[src/hdl/blm_pkg.sv]
// Battery level monitor: shared widths, codes, constants and types.
// Depends on nothing; every other file imports it.
package blm_pkg;

	localparam int SAMPLES        = 10;
	localparam int ADC_FULL_SCALE = 4095;

	localparam int ADC_W   = 12;
	localparam int SUM_W   = 16;
	localparam int MV_W    = 15;
	localparam int PCT_W   = 7;
	localparam int RATIO_W = 12;
	localparam int REF_W   = 12;
	localparam int FRAC_W  = 8;
	localparam int CIDX_W  = 3;
	localparam int CDATA_W = 15;

	localparam int CNT_W  = (SAMPLES > 1) ? $clog2(SAMPLES) : 1;
	localparam int PROD_W = SUM_W + REF_W;
	localparam int NUM_W  = SUM_W + REF_W + RATIO_W;
	localparam int MV_DQ  = SAMPLES * ADC_FULL_SCALE;
	localparam int MV_DEN = MV_DQ * 256;
	localparam int DEN_W  = MV_W;
	localparam int STEP_W = $clog2(NUM_W);

	// floor(y / MV_DQ) for any y of Y_W bits as (y * MV_RECIP) >> RECIP_SH
	localparam int     Y_W      = NUM_W - FRAC_W;
	localparam int     DQ_W     = $clog2(MV_DQ);
	localparam int     RECIP_SH = Y_W + DQ_W;
	localparam int     RECIP_W  = Y_W + 1;
	localparam int     RPROD_W  = Y_W + RECIP_W;
	localparam int     MVQ_W    = RPROD_W - RECIP_SH;
	localparam longint RECIP_L  =
		((longint'(1) << RECIP_SH) + longint'(MV_DQ) - 1) / longint'(MV_DQ);

	localparam int QDEPTH = 2;
	localparam int QPTR_W = $clog2(QDEPTH);
	localparam int QCNT_W = $clog2(QDEPTH + 1);

	localparam logic [CNT_W-1:0]   CNT_LAST = CNT_W'(SAMPLES - 1);
	localparam logic [REF_W-1:0]   REF_MV   = REF_W'(3300);
	localparam logic [RECIP_W-1:0] MV_RECIP = RECIP_W'(RECIP_L);
	localparam logic [MV_W-1:0]    MV_MAX   = {MV_W{1'b1}};
	localparam logic [PCT_W-1:0]   PCT_FULL = PCT_W'(100);
	localparam logic [PCT_W-1:0]   PCT_CRIT = PCT_W'(10);
	localparam logic [PCT_W-1:0]   PCT_LOW  = PCT_W'(25);
	localparam logic [PCT_W-1:0]   PCT_MED  = PCT_W'(50);
	localparam logic [PCT_W-1:0]   PCT_HIGH = PCT_W'(75);

	typedef enum logic [CIDX_W-1:0] {
		CFG_MIN_MV   = 3'd0,
		CFG_MAX_MV   = 3'd1,
		CFG_RATIO    = 3'd2,
		CFG_CRIT_EN  = 3'd3,
		CFG_LOW_EN   = 3'd4
	} cfg_idx_t;

	typedef enum logic [2:0] {
		GR_CRIT = 3'd0,
		GR_LOW  = 3'd1,
		GR_MED  = 3'd2,
		GR_HIGH = 3'd3,
		GR_FULL = 3'd4
	} grade_t;

	typedef enum logic [2:0] {
		BK_IDLE,
		BK_MUL1,
		BK_MUL2,
		BK_DIV_MV,
		BK_LEVEL,
		BK_DIV_PCT,
		BK_GRADE
	} bk_state_t;

	typedef struct packed {
		logic [MV_W-1:0]    min_mv;
		logic [MV_W-1:0]    max_mv;
		logic [RATIO_W-1:0] ratio;
		logic               crit_en;
		logic               low_en;
	} cfg_t;

	typedef struct packed {
		logic [SUM_W-1:0] sum;
		logic             clr;
	} win_t;

	typedef struct packed {
		logic             start;
		logic [NUM_W-1:0] num;
		logic [DEN_W-1:0] den;
	} div_req_t;

	typedef struct packed {
		logic             done;
		logic [NUM_W-1:0] quot;
	} div_rsp_t;

	typedef struct packed {
		logic [MV_W-1:0]  mv;
		logic [PCT_W-1:0] pct;
		grade_t           grade;
		logic             changed;
		logic             crit;
		logic             low;
	} result_t;

endpackage

[src/hdl/blm_queue.sv]
// Short queue of closed window words between front and back.
// Depends on blm_pkg.
module blm_queue
	import blm_pkg::*;
(
	input  logic clk,
	input  logic arst_n,
	input  logic push,
	input  win_t push_data,
	output logic full,
	input  logic pop,
	output win_t pop_data,
	output logic empty
);

	win_t              mem_q [QDEPTH];
	logic [QPTR_W-1:0] wr_ptr_q;
	logic [QPTR_W-1:0] rd_ptr_q;
	logic [QCNT_W-1:0] cnt_q;

	assign full     = (cnt_q == QCNT_W'(QDEPTH));
	assign empty    = (cnt_q == '0);
	assign pop_data = mem_q[rd_ptr_q];

	always_ff @(posedge clk) begin
		if (push) begin
			mem_q[wr_ptr_q] <= push_data;
		end
	end

	always_ff @(posedge clk or negedge arst_n) begin
		if (!arst_n) begin
			wr_ptr_q <= '0;
			rd_ptr_q <= '0;
			cnt_q    <= '0;
		end else begin
			if (push) begin
				wr_ptr_q <= (wr_ptr_q == QPTR_W'(QDEPTH - 1)) ? '0 : wr_ptr_q + 1'b1;
			end
			if (pop) begin
				rd_ptr_q <= (rd_ptr_q == QPTR_W'(QDEPTH - 1)) ? '0 : rd_ptr_q + 1'b1;
			end
			if (push && !pop) begin
				cnt_q <= cnt_q + 1'b1;
			end else if (pop && !push) begin
				cnt_q <= cnt_q - 1'b1;
			end
		end
	end

endmodule

[config.mk]
export PLATFORM = sky130hd
export DESIGN_NAME = blm_queue
export DESIGN_NICKNAME = d
export VERILOG_FILES = /design/src/hdl/blm_pkg.sv /design/src/hdl/blm_queue.sv
export SDC_FILE = /design/constraint.sdc
export NUM_CORES = 1
export LEC_CHECK = 0
export BUFFER_PORTS_ARGS = -buffer_cell sky130_fd_sc_hd__clkbuf_2
export CAP_MARGIN = 20
export CORE_AREA = 2 2 58 65
export DETAILED_ROUTE_END_ITERATION = 12
export DIE_AREA = 0 0 60 67
export HOLD_SLACK_MARGIN = 0.15
export PLACE_DENSITY_LB_ADDON = 0.15
export SLEW_MARGIN = 25
export SYNTH_ARGS = -nofsm -noshare
export SYNTH_HDL_FRONTEND = slang
export SYNTH_SLANG_ARGS = --single-unit
export TNS_END_PERCENT = 5
[constraint.sdc]
create_clock -name clk -period 1.9 [get_ports clk]
set_clock_uncertainty 0.2 [all_clocks]
set_input_delay 0.38 -clock clk [delete_from_list [all_inputs] [get_ports clk]]
set_output_delay 0.38 -clock clk [all_outputs]
set_load 0.005 [all_outputs]
==> flow_summary.yaml <==
run_status:
  status: "finished with violations"
  failing_checks: "setup timing"
placement:
  post_place_cell_area_mm2: 0.00174
  placed_cells: 160
  gp_routability_congestion: 0.634
  dp_slack_ns: 0.322
  port_buffers: 39
cts:
  tritoncts: "yes"
  post-cts-setup-buffer-count: 0
  worst_skew_pair.late_latency_ns: 0.33
  library_cell_used_as_clock_root_buffer: "clkbuf_4"
  ctsLongestPathBuffers: 2
  tritoncts_num_sinks: 38
  register_clock_pin_slew_on_the_reported_worst_setup_and_hold_paths_ns: 0.10
  cts_inserted_buffers: 5
  htreeDepth: 2
synthesis:
  synth_top_cell_by_area: "edfxtp_1"
  yosys_register_bits: 38
  synth_top_cells_by_area: "edfxtp_1, mux2_4, dfrtp_1, mux2_2, xor2_1"
  synthesis.area_mm2: 0.00146
  synth_nets: 91
  avgSynthCellArea_um2: 21.2
  synth_cell_type_count: 13
  netlist.area_leader.share_pct: 69.7
  yosysWarnings: 0
  synth_seq_area_share_pct: 76.6
  synth_cells: 69
timing:
  setup_viol: 15
  final.setup.tns_ns: -0.154
  relSlewSlack_pct: 88.6
  fmax_mhz: 522
  hold_viol_final: 0
  unrepaired_setup_endpoints_after_global_routing: "yes"
  min_period_ns: 1.92
  post-route-period-util_pct: 101
  final.setup.worst_slack_ns: -0.0158
  tightest_slew_ns: 0.171
  report.final.slew_viol_count: 0
layout:
  drive_above_1_share_pct: 49.6
  synthToLayoutAreaGrowth_pct: 37.0
  layout_commonest_cell: "clkbuf_2"
  final_design_area_no_fill_mm2: 0.00201
  most-common-layout-cells: "clkbuf_2, edfxtp_1, dlygate4sd3_1, mux2_4, mux2_2"
  filler_cell_count_in_the_final_layout: 270
  insertedDiodeCount: 0
  num-nets-final: 161
  multi_input_comb_area_um2: 318
  reg_area_mm2: 0.00112
  final_cell_count_no_fill: 187
setup_path:
  critPathKind: "flip-flop to output pin"
  cell_count_of_the_worst_reg_to_reg_path: 2
  r2r_end: "mem_q[1][3]$_DFFE_PP_"
  cp_max_fo: 10
  critical_path.top_delay_family: "flip-flops"
  critical_path.max_stage_delay_ns: 0.39
  rrSetupSlack_ns: 0.65
  crit_path_end_kind: "output pin"
  cp.buffers_inverters: 2
  critPathLaunchType: "flip-flop"
  worstSetupPathDepth: 3
  crit_end: "pop_data[12]"
  critical_path.reg2reg.startpoint: "wr_ptr_q$_DFFE_PN0P_"
  slowest_stage: "dfrtp_1"
  critical_path_arrival_ns: 1.34
  critPathLaunch: "rd_ptr_q$_DFFE_PN0P_"
  worstPathRequired_ns: 1.32
  crit_chain: "buf_6 -> mux2_4 -> clkbuf_2"
floorplanning:
  die_height_um: 67
  chipWidth_um: 60
  initial_utilization_pct: 44.0
  row_count: 22
  core_area_mm2: 0.00333
  count_of_boundary_i_o_pins: 40
  dieArea_mm2: 0.00402
power:
  max-vdd-ir-drop_v: 0.000645
  power.static_leakage_nw: 0.835
  power-per-cell-area_mw_per_mm2: 1210
  power_mw: 2.42
detailed_routing:
  routed_wl_um: 2230
  antenna_left: 0
  drtIter0Drc: 21
  drc_errors: 0
  vias: 821
  post_drt_via_cell_ratio: 4.39
  routed_wirelength_normalized_by_instance_count_um: 11.9
  drt-pass1-iter-count: 3
run:
  max_cap_violations: 0
grt:
  grt_antenna_before_repair: 0
  first_global_vias: 820
  gr-total-overflow: 0
  globalRouteTotalUtil_pct: 12.7
  wire_length_of_the_first_global_routing_pass_um: 3480
  grt_start_max_net_pins: 12
hold_path:
  hp-class: "input pin to async pin"
[cells in the mapped netlist (all sizes together)]
master and n:
and2 1, inv 1, nor2b 2, buf 2, ha 1, xnor2 1
edfxtp 34, nor2 2, xor2 4, dfrtp 4, mux2 17
[where the power goes]
| group | internal (mW) | leakage [nW] | switching (mW) |
|---|---|---|---|
| registers | 1.12 | 0.366 | 0.0747 |
| logic | 0.488 | 0.438 | 0.337 |
| clock network | 0.175 | 0.0314 | 0.230 |
[flip-flops by register name, indices dropped and copies added (netlist names)]
| signal | count |
|---|---|
| wr_ptr_q | 1 |
| rd_ptr_q | 1 |
| mem_q | 34 |
| cnt_q | 2 |
[final cells by class]
class | count | area share, %
Sequential cell | 38 | 55.9
Timing Repair Buffer | 65 | 22.3
Multi-Input combinational cell | 28 | 15.8
Tap cell | 48 | 2.99
Clock buffer | 7 | 2.74
Inverter | 1 | 0.187
[cell families (layout without fill, tap and decap cells)]
logic type / count (synthesis) / in the layout / share of synthesized area [%]
XOR/XNOR: 5 / 5 / 2.99
adder cells (fa/ha/maj): 1 / 1 / 0.855
buffers and inverters: 3 / 73 / 2.39
flip-flops: 38 / 38 / 76.6
multiplexers: 17 / 17 / 15.4
AND/OR/NAND/NOR: 5 / 5 / 1.80
[metal layers]
metal  wire [µm]  share of wire, %  vias to the layer above  global-route usage (%)
li1            -                 -                      398                       -
met1         942                42                      391                    12.6
met2        1130                51                       26                    21.1
met3         119               5.3                        6                    6.02
met4          38               1.7                        0                    7.22
met5           0                 0                        -                       0
[repair_timing]
item | 4_1_cts | 5_1_grt
endpoints found under the setup margin | 17 | 17
gates resized for setup | 4 | 0
hold buffers | 20 | 0
endpoints found under the hold margin | 40 | 0
[worst min path at each step]
stage	start	endpoint	slack, ns	depth (start not counted)
6_report	arst_n	cnt_q[0]$_DFFE_PN0P_	0.18	2
5_1_grt	arst_n	cnt_q[1]$_DFFE_PN0P_	0.15	2
4_1_cts	arst_n	cnt_q[1]$_DFFE_PN0P_	0.17	2
3_5_place_dp	arst_n	cnt_q[1]$_DFFE_PN0P_	-0.00003	1
3_3_place_gp	arst_n	cnt_q[1]$_DFFE_PN0P_	-0.008	1
2_1_floorplan	arst_n	cnt_q[0]$_DFFE_PN0P_	-0.12	0
[through the flow]
stage	hold slack [ns]	util, %
2_1_floorplan	-0.116	-
3_3_place_gp	-0.00823	52.1
3_5_place_dp	-0.0000268	52.1
4_1_cts	0.166	60.2
5_1_grt	0.153	60.2
6_report	0.183	60.2
Power figures use the tool's default switching activity.
