<file path="config.mk">
export PLATFORM = sky130hd
export DESIGN_NAME = blm_front
export DESIGN_NICKNAME = d
export VERILOG_FILES = /design/src/hdl/blm_pkg.sv /design/src/hdl/blm_front.sv
export SDC_FILE = /design/constraint.sdc
export NUM_CORES = 1
export LEC_CHECK = 0
export BUFFER_PORTS_ARGS = -buffer_cell sky130_fd_sc_hd__buf_2
export CAP_MARGIN = 0
export CORE_MARGIN = 1.5
export CORE_UTILIZATION = 53
export CTS_BUF_LIST = sky130_fd_sc_hd__clkbuf_16
export DETAILED_ROUTE_END_ITERATION = 10
export HOLD_SLACK_MARGIN = 0.15
export PLACE_DENSITY = 0.8
export SLEW_MARGIN = 30
export SYNTH_ARGS = -nofsm -noshare
export SYNTH_HDL_FRONTEND = slang
export SYNTH_SLANG_ARGS = --single-unit
</file>
<file path="constraint.sdc">
create_clock -name clk -period 2.8 [get_ports clk]
set_clock_uncertainty 0.05 [all_clocks]
set_input_delay 0.42 -clock clk [delete_from_list [all_inputs] [get_ports clk]]
set_output_delay 0.42 -clock clk [all_outputs]
set_load 0.02 [all_outputs]
</file>
<file path="src/hdl/blm_pkg.sv">
// Battery level monitor: shared widths, codes, constants and types.
// Depends on nothing; every other file imports it.
package blm_pkg;

	localparam int SAMPLES        = 10;
	localparam int ADC_FULL_SCALE = 4095;

	localparam int ADC_W   = 12;
	localparam int SUM_W   = 16;
	localparam int MV_W    = 15;
	localparam int PCT_W   = 7;
	localparam int RATIO_W = 12;
	localparam int REF_W   = 12;
	localparam int FRAC_W  = 8;
	localparam int CIDX_W  = 3;
	localparam int CDATA_W = 15;

	localparam int CNT_W  = (SAMPLES > 1) ? $clog2(SAMPLES) : 1;
	localparam int PROD_W = SUM_W + REF_W;
	localparam int NUM_W  = SUM_W + REF_W + RATIO_W;
	localparam int MV_DQ  = SAMPLES * ADC_FULL_SCALE;
	localparam int MV_DEN = MV_DQ * 256;
	localparam int DEN_W  = MV_W;
	localparam int STEP_W = $clog2(NUM_W);

	// floor(y / MV_DQ) for any y of Y_W bits as (y * MV_RECIP) >> RECIP_SH
	localparam int     Y_W      = NUM_W - FRAC_W;
	localparam int     DQ_W     = $clog2(MV_DQ);
	localparam int     RECIP_SH = Y_W + DQ_W;
	localparam int     RECIP_W  = Y_W + 1;
	localparam int     RPROD_W  = Y_W + RECIP_W;
	localparam int     MVQ_W    = RPROD_W - RECIP_SH;
	localparam longint RECIP_L  =
		((longint'(1) << RECIP_SH) + longint'(MV_DQ) - 1) / longint'(MV_DQ);

	localparam int QDEPTH = 2;
	localparam int QPTR_W = $clog2(QDEPTH);
	localparam int QCNT_W = $clog2(QDEPTH + 1);

	localparam logic [CNT_W-1:0]   CNT_LAST = CNT_W'(SAMPLES - 1);
	localparam logic [REF_W-1:0]   REF_MV   = REF_W'(3300);
	localparam logic [RECIP_W-1:0] MV_RECIP = RECIP_W'(RECIP_L);
	localparam logic [MV_W-1:0]    MV_MAX   = {MV_W{1'b1}};
	localparam logic [PCT_W-1:0]   PCT_FULL = PCT_W'(100);
	localparam logic [PCT_W-1:0]   PCT_CRIT = PCT_W'(10);
	localparam logic [PCT_W-1:0]   PCT_LOW  = PCT_W'(25);
	localparam logic [PCT_W-1:0]   PCT_MED  = PCT_W'(50);
	localparam logic [PCT_W-1:0]   PCT_HIGH = PCT_W'(75);

	typedef enum logic [CIDX_W-1:0] {
		CFG_MIN_MV   = 3'd0,
		CFG_MAX_MV   = 3'd1,
		CFG_RATIO    = 3'd2,
		CFG_CRIT_EN  = 3'd3,
		CFG_LOW_EN   = 3'd4
	} cfg_idx_t;

	typedef enum logic [2:0] {
		GR_CRIT = 3'd0,
		GR_LOW  = 3'd1,
		GR_MED  = 3'd2,
		GR_HIGH = 3'd3,
		GR_FULL = 3'd4
	} grade_t;

	typedef enum logic [2:0] {
		BK_IDLE,
		BK_MUL1,
		BK_MUL2,
		BK_DIV_MV,
		BK_LEVEL,
		BK_DIV_PCT,
		BK_GRADE
	} bk_state_t;

	typedef struct packed {
		logic [MV_W-1:0]    min_mv;
		logic [MV_W-1:0]    max_mv;
		logic [RATIO_W-1:0] ratio;
		logic               crit_en;
		logic               low_en;
	} cfg_t;

	typedef struct packed {
		logic [SUM_W-1:0] sum;
		logic             clr;
	} win_t;

	typedef struct packed {
		logic             start;
		logic [NUM_W-1:0] num;
		logic [DEN_W-1:0] den;
	} div_req_t;

	typedef struct packed {
		logic             done;
		logic [NUM_W-1:0] quot;
	} div_rsp_t;

	typedef struct packed {
		logic [MV_W-1:0]  mv;
		logic [PCT_W-1:0] pct;
		grade_t           grade;
		logic             changed;
		logic             crit;
		logic             low;
	} result_t;

endpackage

</file>
<file path="src/hdl/blm_front.sv">
// Front end: takes samples, sums one window, pushes the closed window word.
// Depends on blm_pkg.
module blm_front
	import blm_pkg::*;
(
	input  logic             clk,
	input  logic             arst_n,
	input  logic             in_valid,
	output logic             in_ready,
	input  logic [ADC_W-1:0] adc_sample,
	input  logic             clear_alerts,
	input  logic             q_full,
	output logic             push,
	output win_t             push_data
);

	logic [CNT_W-1:0] cnt_q;
	logic [SUM_W-1:0] sum_q;
	logic             clr_q;
	logic [SUM_W-1:0] sum_n;
	logic             close;
	logic             take;

	assign close    = (cnt_q == CNT_LAST);
	assign in_ready = !close || !q_full;
	assign take     = in_valid && in_ready;
	assign sum_n    = sum_q + SUM_W'(adc_sample);
	assign push     = take && close;
	assign push_data.sum = sum_n;
	assign push_data.clr = clr_q || clear_alerts;

	always_ff @(posedge clk or negedge arst_n) begin
		if (!arst_n) begin
			cnt_q <= '0;
			sum_q <= '0;
			clr_q <= 1'b0;
		end else if (take) begin
			if (close) begin
				cnt_q <= '0;
				sum_q <= '0;
				clr_q <= 1'b0;
			end else begin
				cnt_q <= cnt_q + 1'b1;
				sum_q <= sum_n;
				clr_q <= clr_q || clear_alerts;
			end
		end
	end

endmodule

</file>
==> results of run 1 <==
==> worst min-delay path: cells and delay by family <==
family | cells | cell delay [ps]
AOI/OAI and AO/OA | 1 | 50
buffers and inverters | 1 | 80
and+or+nand+nor | 1 | 80
==> report_power, final <==
part / switching, mW / total (mW) / internal (mW)
registers: 0.140 / 0.587 / 0.447
clock network: 0.122 / 0.315 / 0.192
logic: 1.00 / 1.79 / 0.791
total: 1.26 / 2.69 / 1.43
==> metal layers <==
metal / wire length (um) / track usage [%]
met5: 0 / 0
met4: 78 / 6.62
met3: 209 / 4.45
met2: 2040 / 45.9
met1: 1590 / 29.9
==> cell usage in the layout, fill, tap and decap left out, drive strengths merged, types with 3 or more instances in the layout <==
| cell type | synthesis | final |
|---|---|---|
| buf | 2 | 43 |
| dfrtp | 21 | 21 |
| a22o | 13 | 13 |
| nand2 | 12 | 12 |
| ha | 12 | 12 |
| a21oi | 9 | 9 |
| xor2 | 8 | 8 |
| xnor2 | 8 | 8 |
| nor2 | 6 | 6 |
| a21o | 5 | 5 |
| o211ai | 5 | 5 |
| nand3 | 4 | 4 |
| inv | 4 | 4 |
| o21ai | 4 | 4 |
| nor3 | 3 | 3 |
| clkbuf | 2 | 3 |
| and2 | 3 | 3 |
==> registers in the layout, indices dropped and copies added (netlist names) <==
name,flops
clr_q,1
cnt_q,4
sum_q,16
==> path summary, 6_finish.rpt <==
kind	startpoint	to	slack [ps]
min in group asynchronous	arst_n	sum_q[13]	610
worst min register to register	clr_q	clr_q	460
worst min-delay path	clear_alerts	clr_q	370
worst max-delay path	sum_q[0]	push_data[11]	10
worst max register to register	sum_q[0]	sum_q[10]	500
max in group asynchronous	arst_n	sum_q[12]	1750
==> through the flow <==
stage          cells  utilization [%]  worst slack [ps]  hold slack [ps]  cell area [um^2]
6_report         220             74.3              12.9              370              1870
5_1_grt          220             74.3              -112              432              1870
4_1_cts          219             72.3              9.28              376              1820
3_5_place_dp     211             66.2             0.685              365              1670
3_3_place_gp     211             66.2              76.7              355              1670
2_1_floorplan    146                -               243             74.4              1450
==> timing repair <==
item	4_1_cts	5_1_grt
gates resized for setup	6	11
hold endpoints to repair	21	0
cloned	0	0
setup endpoints to repair	7	8
hold buffers	1	0
setup buffers	3	1
pin swaps	3	8
==> final cells by class <==
class                   instances  area share (%)
clock buffers                   3            4.01
clock inverters                 1           0.267
inverters                       4           0.801
multi-input cells             117            51.3
flip-flops and latches         21            28.0
well taps                      30            2.00
repair buffers                 44            13.6
==> cells by family after synthesis <==
| group | synth area share, % |
|---|---|
| and+or+nand+nor | 12.5 |
| AOI/OAI and AO/OA | 27.4 |
| adders and majority gates | 11.8 |
| DFF | 36.3 |
| buffers and inverters | 2.33 |
| xor gates and xnor gates | 9.69 |
==> results.tsv, run 1 <==
stage	metric	value	unit
run_status	status	finished clean	
synthesis	netlist-cell-type-count	39	
die	fp.dieArea	0.00305	mm^2
clock_network	clock_tree_from_tritoncts	yes	
power_and_ir_drop	power.density_cell_area	1440	mW/mm^2
layout	antennaDiodeCount	0	
sta	rsz_0062_raised_after_global_routing	true	
synthesis	synth_top_area_share	36.3	%
synthesis	synth-seq-area-share	36.3	%
clock_network	clockRootBuffer	sky130_fd_sc_hd__clkbuf_16	
routing	detail_route.drc_violations	0	
sta	report.final.slew_viol_count	0	
die	die-height	55.2	um
global_routing	grt_usage	25.0	%
routing	detail_route.first_pass.iterations	4	
sta	fin_tns_setup	0	ps
global_routing	global_route.overflow_total	0	
routing	antenna_violating_nets_post_route	0	
worst_setup_path	worstPathMaxFanout	3	
min_path	min_delay_path_depth	3	
synthesis	synthesis.area	0.00145	mm^2
layout	ff_latch_area	526	um^2
sta	clock.fmax	0.359	GHz
layout	area_growth	29.6	%
clock_network	insertion_delay	260	ps
global_routing	first_global_vias	1381	
synthesis	synthArstFlopShare	100	%
global_routing	initial_antenna_violation_count	0	
clock_network	number_of_buffers_between_clock_root_and_the_deepest_sink	2	
place	half_perimeter_wire_length_after_placement	2520	um
synthesis	synth_nets	176	
worst_setup_path	setup.worst_path.class	reg2out	
synthesis	synth.area.top_cells	sky130_fd_sc_hd__dfrtp_1, sky130_fd_sc_hd__ha_1, sky130_fd_sc_hd__a22o_1	
worst_setup_path	crit_path_max_incr_delay	380	ps
die	floorplan.initialDensity	57.3	%
die	fp.dieW	55.2	um
routing	detail_route.vias_per_cell	6.24	
synthesis	synth_enable_flop_cells	0	
routing	drt-total-wl	3920	um
die	num_rows	18	
sta	worst-slew-pin-transition	499	ps
die	ios	36	
clock_network	cts.sinks	21	
routing	initialDrtViolationCount	38	
min_path	hold_class	in2reg	
synthesis	yosys-top-cells-count	sky130_fd_sc_hd__dfrtp_1, sky130_fd_sc_hd__a22o_1, sky130_fd_sc_hd__ha_1, sky130_fd_sc_hd__nand2_1	
layout	nets_final	221	
worst_setup_path	critPathArrivalTime	2320	ps
die	core_region_area	0.00252	mm^2
synthesis	yosys_warnings	0	
synthesis	synth-main-ff-cell	sky130_fd_sc_hd__dfrtp_1	
global_routing	maximum_number_of_pins_on_one_net_before_global_route_repair	22	
sta	layout_min_cycle_time	2790	ps
synthesis	synth-seq-cells	21	
sta	finalHoldViolations	0	
worst_setup_path	worstPathBufferInverterCount	1	
worst_setup_path	worstRegToRegCells	9	
layout	fillCellCount	195	
routing	detailroute.via_count	1372	
worst_setup_path	path_cells	ha_1 > fa_2 > a21oi_2 > o21ai_0 > a21oi_1 > o21ai_0 > xor2_1 > buf_4	
synthesis	gate_count_post_synth	146	
sta	min_period_over_period	99.5	%
clock_network	cts_max_level	1	
global_routing	grt_pass1_wl	6220	um
place	final_weighted_congestion_in_routability_driven_placement	0.834	
power_and_ir_drop	p_leak	0.924	nW
synthesis	synth_most_common_cell	sky130_fd_sc_hd__dfrtp_1	
synthesis	avgSynthCellArea	9.91	um^2
job	cap_viol_max_count	0	
worst_setup_path	timing.critical_path.to_type	output port	
sta	timing.slew.headroom	66.8	%
power_and_ir_drop	total_power	2.69	mW
place	port_buffers	35	
layout	drive_above_1_share	34.2	%
synthesis	synth_top_area_cell	sky130_fd_sc_hd__dfrtp_1	
routing	post_drt_wl_per_cell	17.8	um
worst_setup_path	critical_path.top_delay_family	adder cells	
clock_network	cts-buffers-inserted	3	
worst_setup_path	cp_common_cell	sky130_fd_sc_hd__o21ai_0	
power_and_ir_drop	vdd_ir_drop_max	0.956	mV
worst_setup_path	worst_ep_required_time	2330	ps
worst_setup_path	critical-path-slowest-cell	sky130_fd_sc_hd__dfrtp_1	
clock_network	worst_setup_hold_path_clk_slew	60	ps
sta	final-setup-viol-count	0	
worst_setup_path	critical_path.startpoint_type	flip-flop	
worst_setup_path	crit_path_cell_count	8	
layout	multi_input_area	961	um^2
Power figures use the tool's default switching activity.
==> run 2: changes to the inputs <==
- PLACE_DENSITY: 0.8 -> unset
- PLACE_DENSITY_LB_ADDON: unset -> 0.15
==> run 2 against run 1 <==
First-iteration DRC count is 50% higher. Fmax is 0.26% lower. Sequential share of layout area is 1.6 points lower. Largest cell class unchanged. Sequential cell count stayed put. Via count is 0.58% lower. Hold slack worse by 4.2 ps. Power is 5.3% higher. Utilization is 4.4 points higher. Setup slack worse by 7.2 ps. Critical path type unchanged. Final cell count is 2.7% higher.
==> results.tsv, run 2 (same netlist as run 1, synthesis figures left out) <==
stage	metric	value	unit	change
layout	drive_above_1_share	39.3	%	+5.1 points
sta	report.final.slew_viol_count	0		unchanged
clock_network	worst_setup_hold_path_clk_slew	60	ps	about the same
worst_setup_path	setup.worst_path.end	push_data[13]		
sta	post-route-worst-setup-slack	5.65	ps	-7.22 ps
routing	post_drt_wl_per_cell	16.9	um	-5.4%
power_and_ir_drop	p_leak	0.974	nW	+5.3%
clock_network	number_of_buffers_between_clock_root_and_the_deepest_sink	2		unchanged
clock_network	cts-buffers-inserted	3		unchanged
worst_setup_path	crit_start	sum_q[0]		
place	final_weighted_congestion_in_routability_driven_placement	0.835		about the same
layout	layout_top_registers	sum_q x16, cnt_q x4, clr_q x1		
routing	initialDrtViolationCount	57		+50%
sta	clock.fmax	0.358	GHz	-0.26%
layout	antennaDiodeCount	0		unchanged
die	num_rows	18		unchanged
routing	antenna_violating_nets_post_route	0		unchanged
clock_network	insertion_delay	250	ps	about the same
die	fp.dieW	55.2	um	unchanged
routing	detail_route.drc_violations	0		unchanged
clock_network	cts.sinks	21		unchanged
layout	final_cell_mix	sky130_fd_sc_hd__buf_2, sky130_fd_sc_hd__dfrtp_1, sky130_fd_sc_hd__buf_4, sky130_fd_sc_hd__a22o_1, sky130_fd_sc_hd__nand2_1		
power_and_ir_drop	vdd_ir_drop_max	1.06	mV	+11%
job	cap_viol_max_count	0		unchanged
worst_setup_path	critPathArrivalTime	2320	ps	about the same
global_routing	global_route.overflow_total	0		unchanged
worst_setup_path	critical_path.startpoint_type	flip-flop		
clock_network	cts_max_level	1		unchanged
global_routing	grt_pass1_wl	5650	um	-9.1%
layout	largest_register_ffs	16		unchanged
routing	drt-total-wl	3810	um	-2.9%
sta	rsz_0062_raised_after_global_routing	true		
sta	finalHoldViolations	0		unchanged
clock_network	clockRootBuffer	sky130_fd_sc_hd__clkbuf_16		
sta	min_period_over_period	99.8	%	+0.26 points
global_routing	initial_antenna_violation_count	0		unchanged
power_and_ir_drop	total_power	2.84	mW	+5.3%
layout	ff_latch_area	526	um^2	unchanged
layout	post_layout_nonfiller_instances	226		+2.7%
min_path	hold_class	in2reg		
clock_network	clock_tree_from_tritoncts	yes		
power_and_ir_drop	power.density_cell_area	1430	mW/mm^2	-0.62%
routing	detailroute.via_count	1364		-0.58%
die	die-height	55.2	um	unchanged
layout	multi_input_area	0.00103	mm^2	+6.9%
place	half_perimeter_wire_length_after_placement	2420	um	-4.1%
place	preCtsSetupSlack	-13.0	ps	-13.6 ps
worst_setup_path	ff2ff_setup_slack	560	ps	+60 ps
layout	fillCellCount	167		-14%
worst_setup_path	worstPathMaxFanout	3		unchanged
run_status	status	finished clean		
layout	final_common_cell	sky130_fd_sc_hd__buf_2		
layout	register_with_the_most_flip_flops	sum_q		
sta	layout_min_cycle_time	2790	ps	+7.22 ps
routing	detail_route.first_pass.iterations	4		unchanged
worst_setup_path	setup.worst_path.class	reg2out		
routing	detail_route.vias_per_cell	6.04		-3.2%
worst_setup_path	worstRegToRegCells	9		unchanged
place	port_buffers	35		unchanged
die	core_region_area	0.00252	mm^2	unchanged
global_routing	grt_usage	23.0	%	-2.0 points
die	floorplan.initialDensity	57.3	%	unchanged
worst_setup_path	timing.rr.start	sum_q[0]		
place	post-place-cells	212		+0.47%
sta	worst-slew-pin-transition	485	ps	-14.1 ps
sta	timing.slew.headroom	67.7	%	+0.94 points
global_routing	maximum_number_of_pins_on_one_net_before_global_route_repair	22		unchanged
worst_setup_path	crit-reg2reg-capture	sum_q[12]		
layout	nets_final	227		+2.7%
worst_setup_path	timing.critical_path.to_type	output port		
layout	area_growth	37.3	%	
sta	final-setup-viol-count	0		unchanged
global_routing	first_global_vias	1302		-5.7%
worst_setup_path	worst_ep_required_time	2330	ps	about the same
die	ios	36		unchanged
die	fp.dieArea	0.00305	mm^2	unchanged
==> run 2: cell type report <==
type,instances,share of cell area (%)
multi-input combinational,117,51.7
sequential,21,26.5
clock buffer,3,3.78
timing repair buffer,50,15.1
clock inverter,1,0.252
inverter,4,0.756
tap,30,1.89
==> run 2: metrics by stage <==
step,utilization (%),hold WS [ps],TNS (ps),area [um^2]
finish,78.7,366,0,1990
global route,78.7,396,-280,1990
CTS,71.7,368,0,1810
detailed placement,66.5,354,-13.0,1680
global placement,66.5,353,0,1680
floorplan,-,74.4,0,1450
==> run 2: report_power, final <==
part / leakage, nW / switching, mW / internal (mW) / total (mW)
clock: 0.0409 / 0.113 / 0.192 / 0.305
combinational: 0.673 / 1.05 / 0.885 / 1.94
sequential: 0.259 / 0.146 / 0.447 / 0.593
total: 0.974 / 1.31 / 1.52 / 2.84
==> run 2: how the worst min path moves through the flow <==
stage	start	to	slack, ps	depth (start not counted)
floorplan	arst_n	clr_q	70	0
global placement	arst_n	sum_q[1]	350	1
detailed placement	arst_n	sum_q[1]	350	1
CTS	clear_alerts	clr_q	370	3
global route	clear_alerts	clr_q	400	3
finish	clear_alerts	clr_q	370	3
==> run 2: metal layers <==
layer	GRT usage (%)	up-vias	wire length, um
met4	8.71	0	44
met3	3.04	8	182
met2	39.5	57	2010
met5	0	-	0
li1	-	646	-
met1	29.4	653	1570
==> run 2: critical path, cell delays in order (launching register included) <==
cell and delay [ps]:
sky130_fd_sc_hd__dfrtp_1 410, sky130_fd_sc_hd__ha_4 180, sky130_fd_sc_hd__fa_2 390, sky130_fd_sc_hd__a21oi_4 190, sky130_fd_sc_hd__o211ai_1 150, sky130_fd_sc_hd__a41oi_2 270, sky130_fd_sc_hd__and2_4 210, sky130_fd_sc_hd__xnor2_2 110
sky130_fd_sc_hd__buf_4 160
==> run 2: timing repair <==
| item | 4_1_cts | 5_1_grt |
|---|---|---|
| setup buffers | 2 | 7 |
| gates resized for setup | 4 | 24 |
| pin swaps | 3 | 21 |
| hold buffers | 1 | 0 |
| hold endpoints to repair | 21 | 0 |
| endpoints found under the setup margin | 6 | 8 |
